### src/mfat_pkg.sv
`timescale 1ns / 1ps
// Package: constants, widths and the tracker record shared by the angle tracker modules.
package mfat_pkg;

  localparam int NUM_MOTORS = 11;
  localparam int BASE_ID    = 513;

  localparam int ID_W    = 11;
  localparam int BYTE_W  = 8;
  localparam int MOTOR_W = 4;
  localparam int ANGLE_W = 16;
  localparam int WORD_W  = 32;
  localparam int DEG_W   = 10;

  localparam int DIFF_W = ANGLE_W + 2;
  localparam logic signed [DIFF_W-1:0] HALF_TURN = DIFF_W'(4096);
  localparam logic signed [DIFF_W-1:0] FULL_TURN = DIFF_W'(8192);

  // 36 * 8192 = 9 << 15; a remainder by it is a remainder by nine of the high part
  localparam int SHAFT_SHIFT = 15;
  localparam int HI_W        = WORD_W - SHAFT_SHIFT;
  localparam int DIV9_SHIFT  = 20;
  localparam logic [HI_W-1:0] DIV9_MULT = HI_W'(116509);
  localparam logic [HI_W-1:0] NINE      = HI_W'(9);
  localparam int PROD_W      = 2 * HI_W;
  localparam int Q_W         = PROD_W - DIV9_SHIFT;
  localparam int DIGIT_W     = 4;

  // 360 / 294912 = 10 / 8192
  localparam int REM_W    = DIGIT_W + SHAFT_SHIFT;
  localparam int SCALED_W = REM_W + 4;
  localparam int DEG_SHIFT = 13;
  localparam logic [SCALED_W-1:0] DEG_NUM = SCALED_W'(10);

  typedef struct packed {
    logic [MOTOR_W-1:0]       motor_index;
    logic [ANGLE_W-1:0]       rotor_angle;
    logic signed [ANGLE_W-1:0] rotor_speed;
    logic [ANGLE_W-1:0]       motor_current;
    logic [BYTE_W-1:0]        temperature;
    logic signed [WORD_W-1:0] turn_count;
    logic signed [WORD_W-1:0] accumulated_angle;
  } fb_t;

endpackage

### src/mfat_track.sv
`timescale 1ns / 1ps
// Frame input register, per-motor multi-turn state and tracker result register.
module mfat_track (
  input  logic                         clk,
  input  logic                         rst,
  input  logic                         frame_valid,
  output logic                         frame_stall,
  input  logic [mfat_pkg::ID_W-1:0]    frame_id,
  input  logic [mfat_pkg::BYTE_W-1:0]  byte0,
  input  logic [mfat_pkg::BYTE_W-1:0]  byte1,
  input  logic [mfat_pkg::BYTE_W-1:0]  byte2,
  input  logic [mfat_pkg::BYTE_W-1:0]  byte3,
  input  logic [mfat_pkg::BYTE_W-1:0]  byte4,
  input  logic [mfat_pkg::BYTE_W-1:0]  byte5,
  input  logic [mfat_pkg::BYTE_W-1:0]  byte6,
  output logic                         fb_valid,
  input  logic                         fb_stall,
  output mfat_pkg::fb_t                fb
);

  logic                             in_vld;
  logic [mfat_pkg::ID_W-1:0]        id_q;
  logic [mfat_pkg::ANGLE_W-1:0]     ang_q;
  logic [mfat_pkg::ANGLE_W-1:0]     spd_q;
  logic [mfat_pkg::ANGLE_W-1:0]     cur_q;
  logic [mfat_pkg::BYTE_W-1:0]      temp_q;

  logic [mfat_pkg::ANGLE_W-1:0]       prev_angle [mfat_pkg::NUM_MOTORS];
  logic signed [mfat_pkg::WORD_W-1:0] turn_cnt   [mfat_pkg::NUM_MOTORS];
  logic signed [mfat_pkg::WORD_W-1:0] total      [mfat_pkg::NUM_MOTORS];

  logic                               adv;
  logic                               hit;
  logic [mfat_pkg::MOTOR_W-1:0]       idx;
  logic [mfat_pkg::ANGLE_W-1:0]       prev;
  logic signed [mfat_pkg::DIFF_W-1:0] d;
  logic signed [mfat_pkg::DIFF_W-1:0] delta;
  logic                               fwd;
  logic                               back;
  logic signed [mfat_pkg::WORD_W-1:0] turn_next;
  logic signed [mfat_pkg::WORD_W-1:0] total_next;

  assign adv         = !fb_valid || !fb_stall;
  assign frame_stall = in_vld && !adv;

  always_ff @(posedge clk) begin
    if (rst) begin
      in_vld <= 1'b0;
    end else if (!frame_stall) begin
      in_vld <= frame_valid;
    end
  end

  always_ff @(posedge clk) begin
    if (!frame_stall && frame_valid) begin
      id_q   <= frame_id;
      ang_q  <= {byte0, byte1};
      spd_q  <= {byte2, byte3};
      cur_q  <= {byte4, byte5};
      temp_q <= byte6;
    end
  end

  always_comb begin
    hit  = (id_q >= mfat_pkg::ID_W'(mfat_pkg::BASE_ID)) &&
           (id_q < mfat_pkg::ID_W'(mfat_pkg::BASE_ID + mfat_pkg::NUM_MOTORS));
    idx  = mfat_pkg::MOTOR_W'(id_q - mfat_pkg::ID_W'(mfat_pkg::BASE_ID));
    prev = prev_angle[idx];
    d    = signed'(mfat_pkg::DIFF_W'(ang_q)) - signed'(mfat_pkg::DIFF_W'(prev));
    fwd  = d > mfat_pkg::HALF_TURN;
    back = d < -mfat_pkg::HALF_TURN;
    priority if (fwd) begin
      delta     = d - mfat_pkg::FULL_TURN;
      turn_next = turn_cnt[idx] - mfat_pkg::WORD_W'(1);
    end else if (back) begin
      delta     = d + mfat_pkg::FULL_TURN;
      turn_next = turn_cnt[idx] + mfat_pkg::WORD_W'(1);
    end else begin
      delta     = d;
      turn_next = turn_cnt[idx];
    end
    total_next = total[idx] + mfat_pkg::WORD_W'(delta);
  end

  always_ff @(posedge clk) begin
    if (rst) begin
      for (int k = 0; k < mfat_pkg::NUM_MOTORS; k++) begin
        prev_angle[k] <= '0;
        turn_cnt[k]   <= '0;
        total[k]      <= '0;
      end
    end else if (in_vld && hit && adv) begin
      prev_angle[idx] <= ang_q;
      turn_cnt[idx]   <= turn_next;
      total[idx]      <= total_next;
    end
  end

  always_ff @(posedge clk) begin
    if (rst) begin
      fb_valid <= 1'b0;
    end else if (adv) begin
      fb_valid <= in_vld && hit;
    end
  end

  always_ff @(posedge clk) begin
    if (adv) begin
      fb.motor_index       <= idx;
      fb.rotor_angle       <= ang_q;
      fb.rotor_speed       <= signed'(spd_q);
      fb.motor_current     <= cur_q;
      fb.temperature       <= temp_q;
      fb.turn_count        <= turn_next;
      fb.accumulated_angle <= total_next;
    end
  end

endmodule

### src/mfat_deg.sv
`timescale 1ns / 1ps
// Output shaft degree pipeline and result register.
module mfat_deg (
  input  logic                             clk,
  input  logic                             rst,
  input  logic                             fb_valid,
  output logic                             fb_stall,
  input  mfat_pkg::fb_t                    fb,
  output logic                             res_valid,
  input  logic                             res_stall,
  output mfat_pkg::fb_t                    res,
  output logic signed [mfat_pkg::DEG_W-1:0] res_deg
);

  logic                              v1;
  logic                              v2;
  logic                              adv1;
  logic                              adv2;
  logic                              adv3;
  mfat_pkg::fb_t                     r1;
  mfat_pkg::fb_t                     r2;
  logic                              neg1;
  logic                              neg2;
  logic [mfat_pkg::WORD_W-1:0]       mag1;
  logic [mfat_pkg::SHAFT_SHIFT-1:0]  lo2;
  logic [mfat_pkg::HI_W-1:0]         hi2;
  logic [mfat_pkg::PROD_W-1:0]       prod2;

  logic [mfat_pkg::WORD_W-1:0]       mag_c;
  logic [mfat_pkg::HI_W-1:0]         hi1;
  logic [mfat_pkg::Q_W-1:0]          q;
  logic [mfat_pkg::HI_W-1:0]         rem_hi;
  logic [mfat_pkg::REM_W-1:0]        rem;
  logic [mfat_pkg::SCALED_W-1:0]     scaled;
  logic [mfat_pkg::DEG_W-1:0]        deg_mag;
  logic signed [mfat_pkg::DEG_W-1:0] deg_c;

  assign adv3     = !res_valid || !res_stall;
  assign adv2     = !v2 || adv3;
  assign adv1     = !v1 || adv2;
  assign fb_stall = !adv1;

  always_comb begin
    mag_c   = fb.accumulated_angle[mfat_pkg::WORD_W-1] ?
              mfat_pkg::WORD_W'(-fb.accumulated_angle) :
              mfat_pkg::WORD_W'(fb.accumulated_angle);
    hi1     = mag1[mfat_pkg::WORD_W-1:mfat_pkg::SHAFT_SHIFT];
    q       = prod2[mfat_pkg::PROD_W-1:mfat_pkg::DIV9_SHIFT];
    rem_hi  = hi2 - mfat_pkg::HI_W'(q) * mfat_pkg::NINE;
    rem     = {rem_hi[mfat_pkg::DIGIT_W-1:0], lo2};
    scaled  = mfat_pkg::SCALED_W'(rem) * mfat_pkg::DEG_NUM;
    deg_mag = scaled[mfat_pkg::SCALED_W-1:mfat_pkg::DEG_SHIFT];
    deg_c   = neg2 ? signed'(mfat_pkg::DEG_W'(-deg_mag)) : signed'(deg_mag);
  end

  always_ff @(posedge clk) begin
    if (rst) begin
      v1        <= 1'b0;
      v2        <= 1'b0;
      res_valid <= 1'b0;
    end else begin
      if (adv1) begin
        v1 <= fb_valid;
      end
      if (adv2) begin
        v2 <= v1;
      end
      if (adv3) begin
        res_valid <= v2;
      end
    end
  end

  always_ff @(posedge clk) begin
    if (adv1) begin
      r1   <= fb;
      neg1 <= fb.accumulated_angle[mfat_pkg::WORD_W-1];
      mag1 <= mag_c;
    end
    if (adv2) begin
      r2    <= r1;
      neg2  <= neg1;
      lo2   <= mag1[mfat_pkg::SHAFT_SHIFT-1:0];
      hi2   <= hi1;
      prod2 <= mfat_pkg::PROD_W'(hi1) * mfat_pkg::PROD_W'(mfat_pkg::DIV9_MULT);
    end
    if (adv3) begin
      res     <= r2;
      res_deg <= deg_c;
    end
  end

endmodule

### src/motor_feedback_angle_tracker_core.sv
`timescale 1ns / 1ps
// Top level of the motor feedback multi-turn angle tracker.
//
//  channel  | handshake                  | payload
//  frame    | frame_valid / frame_stall  | frame_id, byte0 .. byte6
//  result   | result_valid / result_stall| motor_index .. shaft_degrees
//
// One frame is taken every cycle while frame_stall is low.
// Frames outside the motor identifier window are dropped after the input register.
// Per-motor state sits in flip-flops, so a frame sees the update of the one before it.
// Reset clears all motor state and every valid flag.
// A stalled result holds the pipeline stage by stage; bubbles close up behind it.
module motor_feedback_angle_tracker_core (
  input  logic                             clk,
  input  logic                             rst,
  input  logic                             frame_valid,
  output logic                             frame_stall,
  input  logic [mfat_pkg::ID_W-1:0]        frame_id,
  input  logic [mfat_pkg::BYTE_W-1:0]      byte0,
  input  logic [mfat_pkg::BYTE_W-1:0]      byte1,
  input  logic [mfat_pkg::BYTE_W-1:0]      byte2,
  input  logic [mfat_pkg::BYTE_W-1:0]      byte3,
  input  logic [mfat_pkg::BYTE_W-1:0]      byte4,
  input  logic [mfat_pkg::BYTE_W-1:0]      byte5,
  input  logic [mfat_pkg::BYTE_W-1:0]      byte6,
  output logic                             result_valid,
  input  logic                             result_stall,
  output logic [mfat_pkg::MOTOR_W-1:0]     motor_index,
  output logic [mfat_pkg::ANGLE_W-1:0]     rotor_angle,
  output logic signed [mfat_pkg::ANGLE_W-1:0] rotor_speed,
  output logic [mfat_pkg::ANGLE_W-1:0]     motor_current,
  output logic [mfat_pkg::BYTE_W-1:0]      temperature,
  output logic signed [mfat_pkg::WORD_W-1:0] turn_count,
  output logic signed [mfat_pkg::WORD_W-1:0] accumulated_angle,
  output logic signed [mfat_pkg::DEG_W-1:0]  shaft_degrees
);

  logic          fb_valid;
  logic          fb_stall;
  mfat_pkg::fb_t fb;
  mfat_pkg::fb_t res;

  mfat_track u_track (
    .clk         (clk),
    .rst         (rst),
    .frame_valid (frame_valid),
    .frame_stall (frame_stall),
    .frame_id    (frame_id),
    .byte0       (byte0),
    .byte1       (byte1),
    .byte2       (byte2),
    .byte3       (byte3),
    .byte4       (byte4),
    .byte5       (byte5),
    .byte6       (byte6),
    .fb_valid    (fb_valid),
    .fb_stall    (fb_stall),
    .fb          (fb)
  );

  mfat_deg u_deg (
    .clk       (clk),
    .rst       (rst),
    .fb_valid  (fb_valid),
    .fb_stall  (fb_stall),
    .fb        (fb),
    .res_valid (result_valid),
    .res_stall (result_stall),
    .res       (res),
    .res_deg   (shaft_degrees)
  );

  assign motor_index       = res.motor_index;
  assign rotor_angle       = res.rotor_angle;
  assign rotor_speed       = res.rotor_speed;
  assign motor_current     = res.motor_current;
  assign temperature       = res.temperature;
  assign turn_count        = res.turn_count;
  assign accumulated_angle = res.accumulated_angle;

endmodule
### config.mk
export PLATFORM = sky130hd
export DESIGN_NAME = motor_feedback_angle_tracker_core
export DESIGN_NICKNAME = d
export VERILOG_FILES = /design/src/mfat_pkg.sv /design/src/mfat_track.sv /design/src/mfat_deg.sv /design/src/motor_feedback_angle_tracker_core.sv
export SDC_FILE = /design/constraint.sdc
export NUM_CORES = 2
export LEC_CHECK = 0
export BUFFER_PORTS_ARGS = -buffer_cell sky130_fd_sc_hd__buf_4
export CAP_MARGIN = 25
export CORE_ASPECT_RATIO = 2
export CORE_MARGIN = 5
export CORE_UTILIZATION = 40
export CTS_BUF_LIST = sky130_fd_sc_hd__clkbuf_2 sky130_fd_sc_hd__clkbuf_4 sky130_fd_sc_hd__clkbuf_8
export DETAILED_ROUTE_END_ITERATION = 10
export PLACE_DENSITY = 0.58
export SYNTH_ARGS = -nofsm -noshare
export SYNTH_HDL_FRONTEND = slang
export SYNTH_SLANG_ARGS = --single-unit
### constraint.sdc
create_clock -name clk -period 12.04 [get_ports clk]
set_input_delay 2.408 -clock clk [delete_from_list [all_inputs] [get_ports clk]]
set_output_delay 2.408 -clock clk [all_outputs]
set_load 0.005 [all_outputs]
# Word-level counts from Yosys, hierarchy flattened
# Memory sizes are Yosys's and may differ from the RTL's.
# Cells that the tools add are included.
# totals
output_inout_bits	136
register_bits	665
latch_bits	0
mem_count	3
rom_bits	0
elab_cells	105
input_bits	71
ram_bits	880
# op_classes
add_sub_neg	10
muxes	20
div_mod_pow	0
shifts	0
magnitude_cmp	4
n_mul	3
bitwise	0
reduce_logical	19
n_eq_ne	0
# mem_list
name	depth	word_bits	rd	rd_ports_with_merged_regs	wr	line_no	source
u_track.total	11	32	1	0	11	mfat_track.sv:30	logic signed [mfat_pkg::WORD_W-1:0] total [mfat_pkg::NUM_MOTORS];
u_track.turn_cnt	11	32	1	0	11	mfat_track.sv:29	logic signed [mfat_pkg::WORD_W-1:0] turn_cnt [mfat_pkg::NUM_MOTORS];
u_track.prev_angle	11	16	1	0	11	mfat_track.sv:28	logic [mfat_pkg::ANGLE_W-1:0] prev_angle [mfat_pkg::NUM_MOTORS];
# op_table
operator	count
$mux W32	4
$reduce_or A32 Y1	2
$mux W18	2
$mul A17 B17 Y34 const B	1
$add A32 B18 Y32	1
$add A32 B2 Y32 const B	1
$neg A32 Y32	1
$sub A32 B2 Y32 const B	1
$mux W31	1
$mul A19 B3 Y22 const B	1
$add A18 B15 Y18 const B	1
$gt A18 B14 Y1 const B	1
$lt A18 B13 Y1 const B	1
$sub A18 B15 Y18 const B	1
$sub A16 B16 Y17	1
$mux W16	1
$reduce_or A16 Y1	1
$mul A14 B4 Y4 const B	1
$mux W4	3
$ge A11 B10 Y1 const B	1
$lt A11 B10 Y1 const B	1
$mux W10	1
$neg A10 Y10	1
$mux W1	8
other kinds (5)	18

# Logic depth before layout (Yosys ltp)
# logic_depth
ltp_word	11
ltp_mapped	47

# Hierarchy
# Synthesis repeated with hierarchy kept, for this count alone.
# hier_totals
cells_unflattened	4910
hier_area_um2	80389.6
# modules_own_cells
module	n_inst	cells_per_inst	seq_area_each_um2	area_per_inst_um2
mfat_track	1	3885	43411.6	62143.4
mfat_deg	1	1025	13122.6	18246.2

# Worst setup path after synthesis
# No wires, ideal clock.
# synth_path
path_kind	input-to-reg
start	input result_stall
end	memory u_track.prev_angle[12][0] (netlist name) (enable)
arrival_ps	11975
path_slack_ps	-552
cell_stages	9
t_required_ps	11423
path_cell_list	and3_1 > and3_1 > inv_1 > nand4_1 > or2_2 > clkbuf_1 > nor2_1 > nand2_1 > nor3_1
# synth_lines
item	line_no	source
start, declared	motor_feedback_angle_tracker_core.sv:27	input logic result_stall,
end, declared	mfat_track.sv:28	

==> results.md <==
- Status: completed
- Clk_lat worst skew: 930 ps
- Clock skew: 78.8 ps
- Min-delay worst type: register to register
- First-pass iteration count of the detailed router: 6
- Worst Path Required: 12600 ps
- Synth-to-Final Area Change: 13.3%
- Die H: 644 um
- Max Cap Violations: 0
- Iter 0 DRT Violations: 4276
- Post-route ant nets: 0
- Initial core utilization: 40.1%
- TritonCTS buffer count: 285
- Post-CTS Setup Inserts: 0
- Leakage power: 33.7 nW
- Reg area: 56500 um^2
- Max Used Layer: met5
- Critical path startpoint category: register
- Die width: 327 um
- Row cnt: 233
- Mapped Nets: 5211
- Async S/R FF share, synth: 0%
- Clk sinks: 1911
- First-pass GRT wire length: 326 mm
- H-tree depth: 5
- Post-route minimum period: 9550 ps
- Routed WL per cell: 28.0 um
- Final setup violating endpoints: 0
- Maximum vdd drop: 0.737 mV
- Post-place setup slack: 2430 ps
- TritonCTS clock tree: yes
- Rel. slew slack: 27.2%
- # resized after CTS: 0
- Count of cell types in the netlist: 82
- Post-CTS Hold Fix Bufs: 0
- Multi-input logic area: 22200 um^2
- Final nets: 5528
- Share of power burned in the clock network: 20.9%
- Global Route Usage Sum: 21.0%
- Synth Cell Area: 80500 um^2
- Critical path fanouts, max: 44
- Met2 wire length: 122 mm
- P_int: 16.6 mW
- Post-detail-place hpwl: 135 mm
- Ports: 207
- Routability-driven placement congestion ratio: 0.882
- Via count: 45000
- Post-route clock period utilization: 79.3%
- Vias in the first global route: 47700
- Switch Pwr: 9.40 mW
- FF+latch count, synth: 1911
- Core area: 201000 um^2
- Reg power frac: 33.7%
- RSZ-0062 raised after global routing: no
- WP data arrival: 10110 ps
- Register area share after synthesis: 70.3%
- Remaining global-route overflow: 0
- Clock-pin transition on the worst setup and hold timing paths: 70 ps
- Worst slew pin tran: 1090 ps
- Cells after synthesis: 4896
- Layout cells sized above 1: 22.9%
- Fin util: 45.4%
- Root buffer cell: clkbuf_8
- Sw Share: 36.2%
- Top cell type's share of synthesized area: 68.2%
- DRC violations left: 0
- Most frequently used flop master after synthesis: edfxtp_1
- Detailed Route WL: 224 mm
- Power Density: 285 nW/um^2
- Kind of critical path: register to register
- Setup TNS: 0 ps
- Initial antenna violation count: 8
- Top post-synthesis cells by area: edfxtp_1 68%, mux4_2 11%, nor2_1 4.2%
- Min Hold Slack: 401 ps
- Largest net degree at the start of global routing: 121
- Area of the die: 211000 um^2
- Crit path capture type: register
- Achievable Freq: 105 MHz
- Final Hold Violating Endpoints: 0
- Clk buf depth: 4
- M1 wire length: 78.0 mm
- I/O Buffers: 206
- Max Slew Vio Count: 0
- Post-synth EDFFs: 1826
- Filler cell count: 17200
- Number of synthesis warnings: 0
- Post-Syn Area per Cell: 16.4 um^2
- Largest area contributor in the netlist: edfxtp_1
- Post-DR vias/cell: 5.61
- Fin worst setup slack: 2490 ps
- Wire length on met3: 12.8 mm
- Combinational cell fraction of total power: 45.3%
-- synth_stat cells (19+ instances only) --
library cell and instances:
a21o_1 31, fa_1 69, nand4_1 19, dfxtp_1 85, ha_1 175, nand3_1 54
xor2_1 33, nor2_1 905, a21oi_1 105, and3_1 20, o21ai_0 89, edfxtp_1 1826
clkbuf_1 221, a211oi_1 20, buf_2 41, mux4_2 394, xnor2_1 94, nor3_1 28
nand2_1 149, nand3b_1 39, or3_1 22, inv_1 200, o21a_1 19
-- path summary, 6_finish.rpt --
path	from	to	slack, ps	cells after the start
worst max register to register	u_track.id_q[0]	u_track.total[12][28]	2490	26
worst min register to register	u_track.temp_q[7]	u_track.fb[71]	400	0
worst max-delay path	u_track.id_q[0]	u_track.total[12][28]	2490	26
worst min-delay path	u_track.temp_q[7]	u_track.fb[71]	400	0
-- stage by stage --
step           std cells  total power, mW  instance area, um^2
2_1_floorplan       4896             17.3                80500
3_3_place_gp        7499             20.7                85200
3_5_place_dp        7505             20.9                85300
4_1_cts             8015             26.4                91100
5_1_grt             8022             28.1                91100
6_report            8022             26.0                91100
-- logic make-up (layout without fill, tap and decap cells) --
group,count (synthesis),after routing,share of synthesized area (%)
DFF,1911,1911,70.3
adders and majority gates,244,244,4.44
buffers and inverters,495,1035,2.47
muxes,414,414,11.3
and+or+nand+nor,1318,1318,6.98
AOI/OAI and AO/OA,387,387,3.15
xor gates and xnor gates,127,127,1.38
other,0,1,0
-- flip-flops by register name (all words and copies together) (netlist names) --
signal,flops
u_deg.res_deg,10
u_track.fb,124
u_track.spd_q,16
u_track.temp_q,8
u_deg.lo2,15
u_track.prev_angle,256
u_deg.mag1,32
u_deg.v1,1
u_deg.v2,1
u_deg.hi2,4
u_track.id_q,11
u_deg.r2,122
u_deg.neg1,1
u_track.fb_valid,1
u_track.turn_cnt,512
u_deg.r1,122
u_deg.prod2,4
u_deg.res,124
u_track.ang_q,16
u_track.cur_q,16
u_track.in_vld,1
u_deg.res_valid,1
u_track.total,512
u_deg.neg2,1
-- area by class of cell --
cell class / count / area share (%)
Clock inverter: 103 / 0.861
Antenna cell: 1 / 0.00275
Multi-Input combinational cell: 2490 / 24.4
Inverter: 202 / 0.848
Tap cell: 2585 / 3.55
Clock buffer: 407 / 5.51
Timing Repair Buffer: 323 / 2.82
Sequential cell: 1911 / 62.0
-- per-layer routing --
metal | vias up | global-route usage, %
li1 | 19200 | -
met1 | 23500 | 23.5
met4 | 2 | 10.1
met2 | 1755 | 39.3
met5 | - | 0
met3 | 525 | 2.79
-- placed cells by master (no fill, tap or decap), types with 8 or more instances in the layout --
cell type,count
edfxtp_1,1826
nor2_1,903
mux4_2,394
clkbuf_8,315
buf_4,309
inv_1,198
ha_1,174
nand2_1,143
a21oi_1,105
xnor2_1,92
clkbuf_4,92
o21ai_0,88
dfxtp_1,85
fa_1,69
nand3_1,49
clkinv_1,48
nand3b_1,39
xor2_1,33
a21o_1,31
nor3_1,25
clkinv_2,24
or3_1,22
a211oi_1,20
nand4_1,19
o21a_1,19
and3_1,18
and2_1,15
mux2i_1,14
or2_2,12
o211ai_1,12
clkinvlp_4,12
o31ai_1,11
bufinv_16,10
nand2b_4,9
inv_6,8
and4_1,8
o22ai_1,8
buf_12,8
-- worst max-delay path: stages, from the launching register on --
cell	delay, ps
edfxtp_1	340
buf_4	600
buf_4	750
mux4_2	610
mux4_2	460
inv_1	130
ha_1	330
or2_2	200
nor4b_1	550
a221oi_1	270
and3_1	270
nor2_1	470
nor3_1	270
a21oi_1	520
a22oi_1	160
xnor2_1	450
ha_1	380
a21o_1	210
a21o_1	180
a21o_1	200
a21oi_1	170
o21a_1	200
and3_1	190
nand3_1	90
nand3_1	110
xor2_1	730
nor2_1	250
-- power groups by stage --
| stage | sequential (mW) | clock, mW | combinational, mW |
|---|---|---|---|
| final | 8.76 | 5.44 | 11.8 |
| after global routing | 8.82 | 5.88 | 13.4 |
| after CTS | 8.78 | 5.59 | 12.1 |
| after detailed placement | 8.92 | 0 | 12.0 |
| after global placement | 8.91 | 0 | 11.8 |
| after floorplan | 8.76 | 0 | 8.52 |
Power figures use the tool's default switching activity.
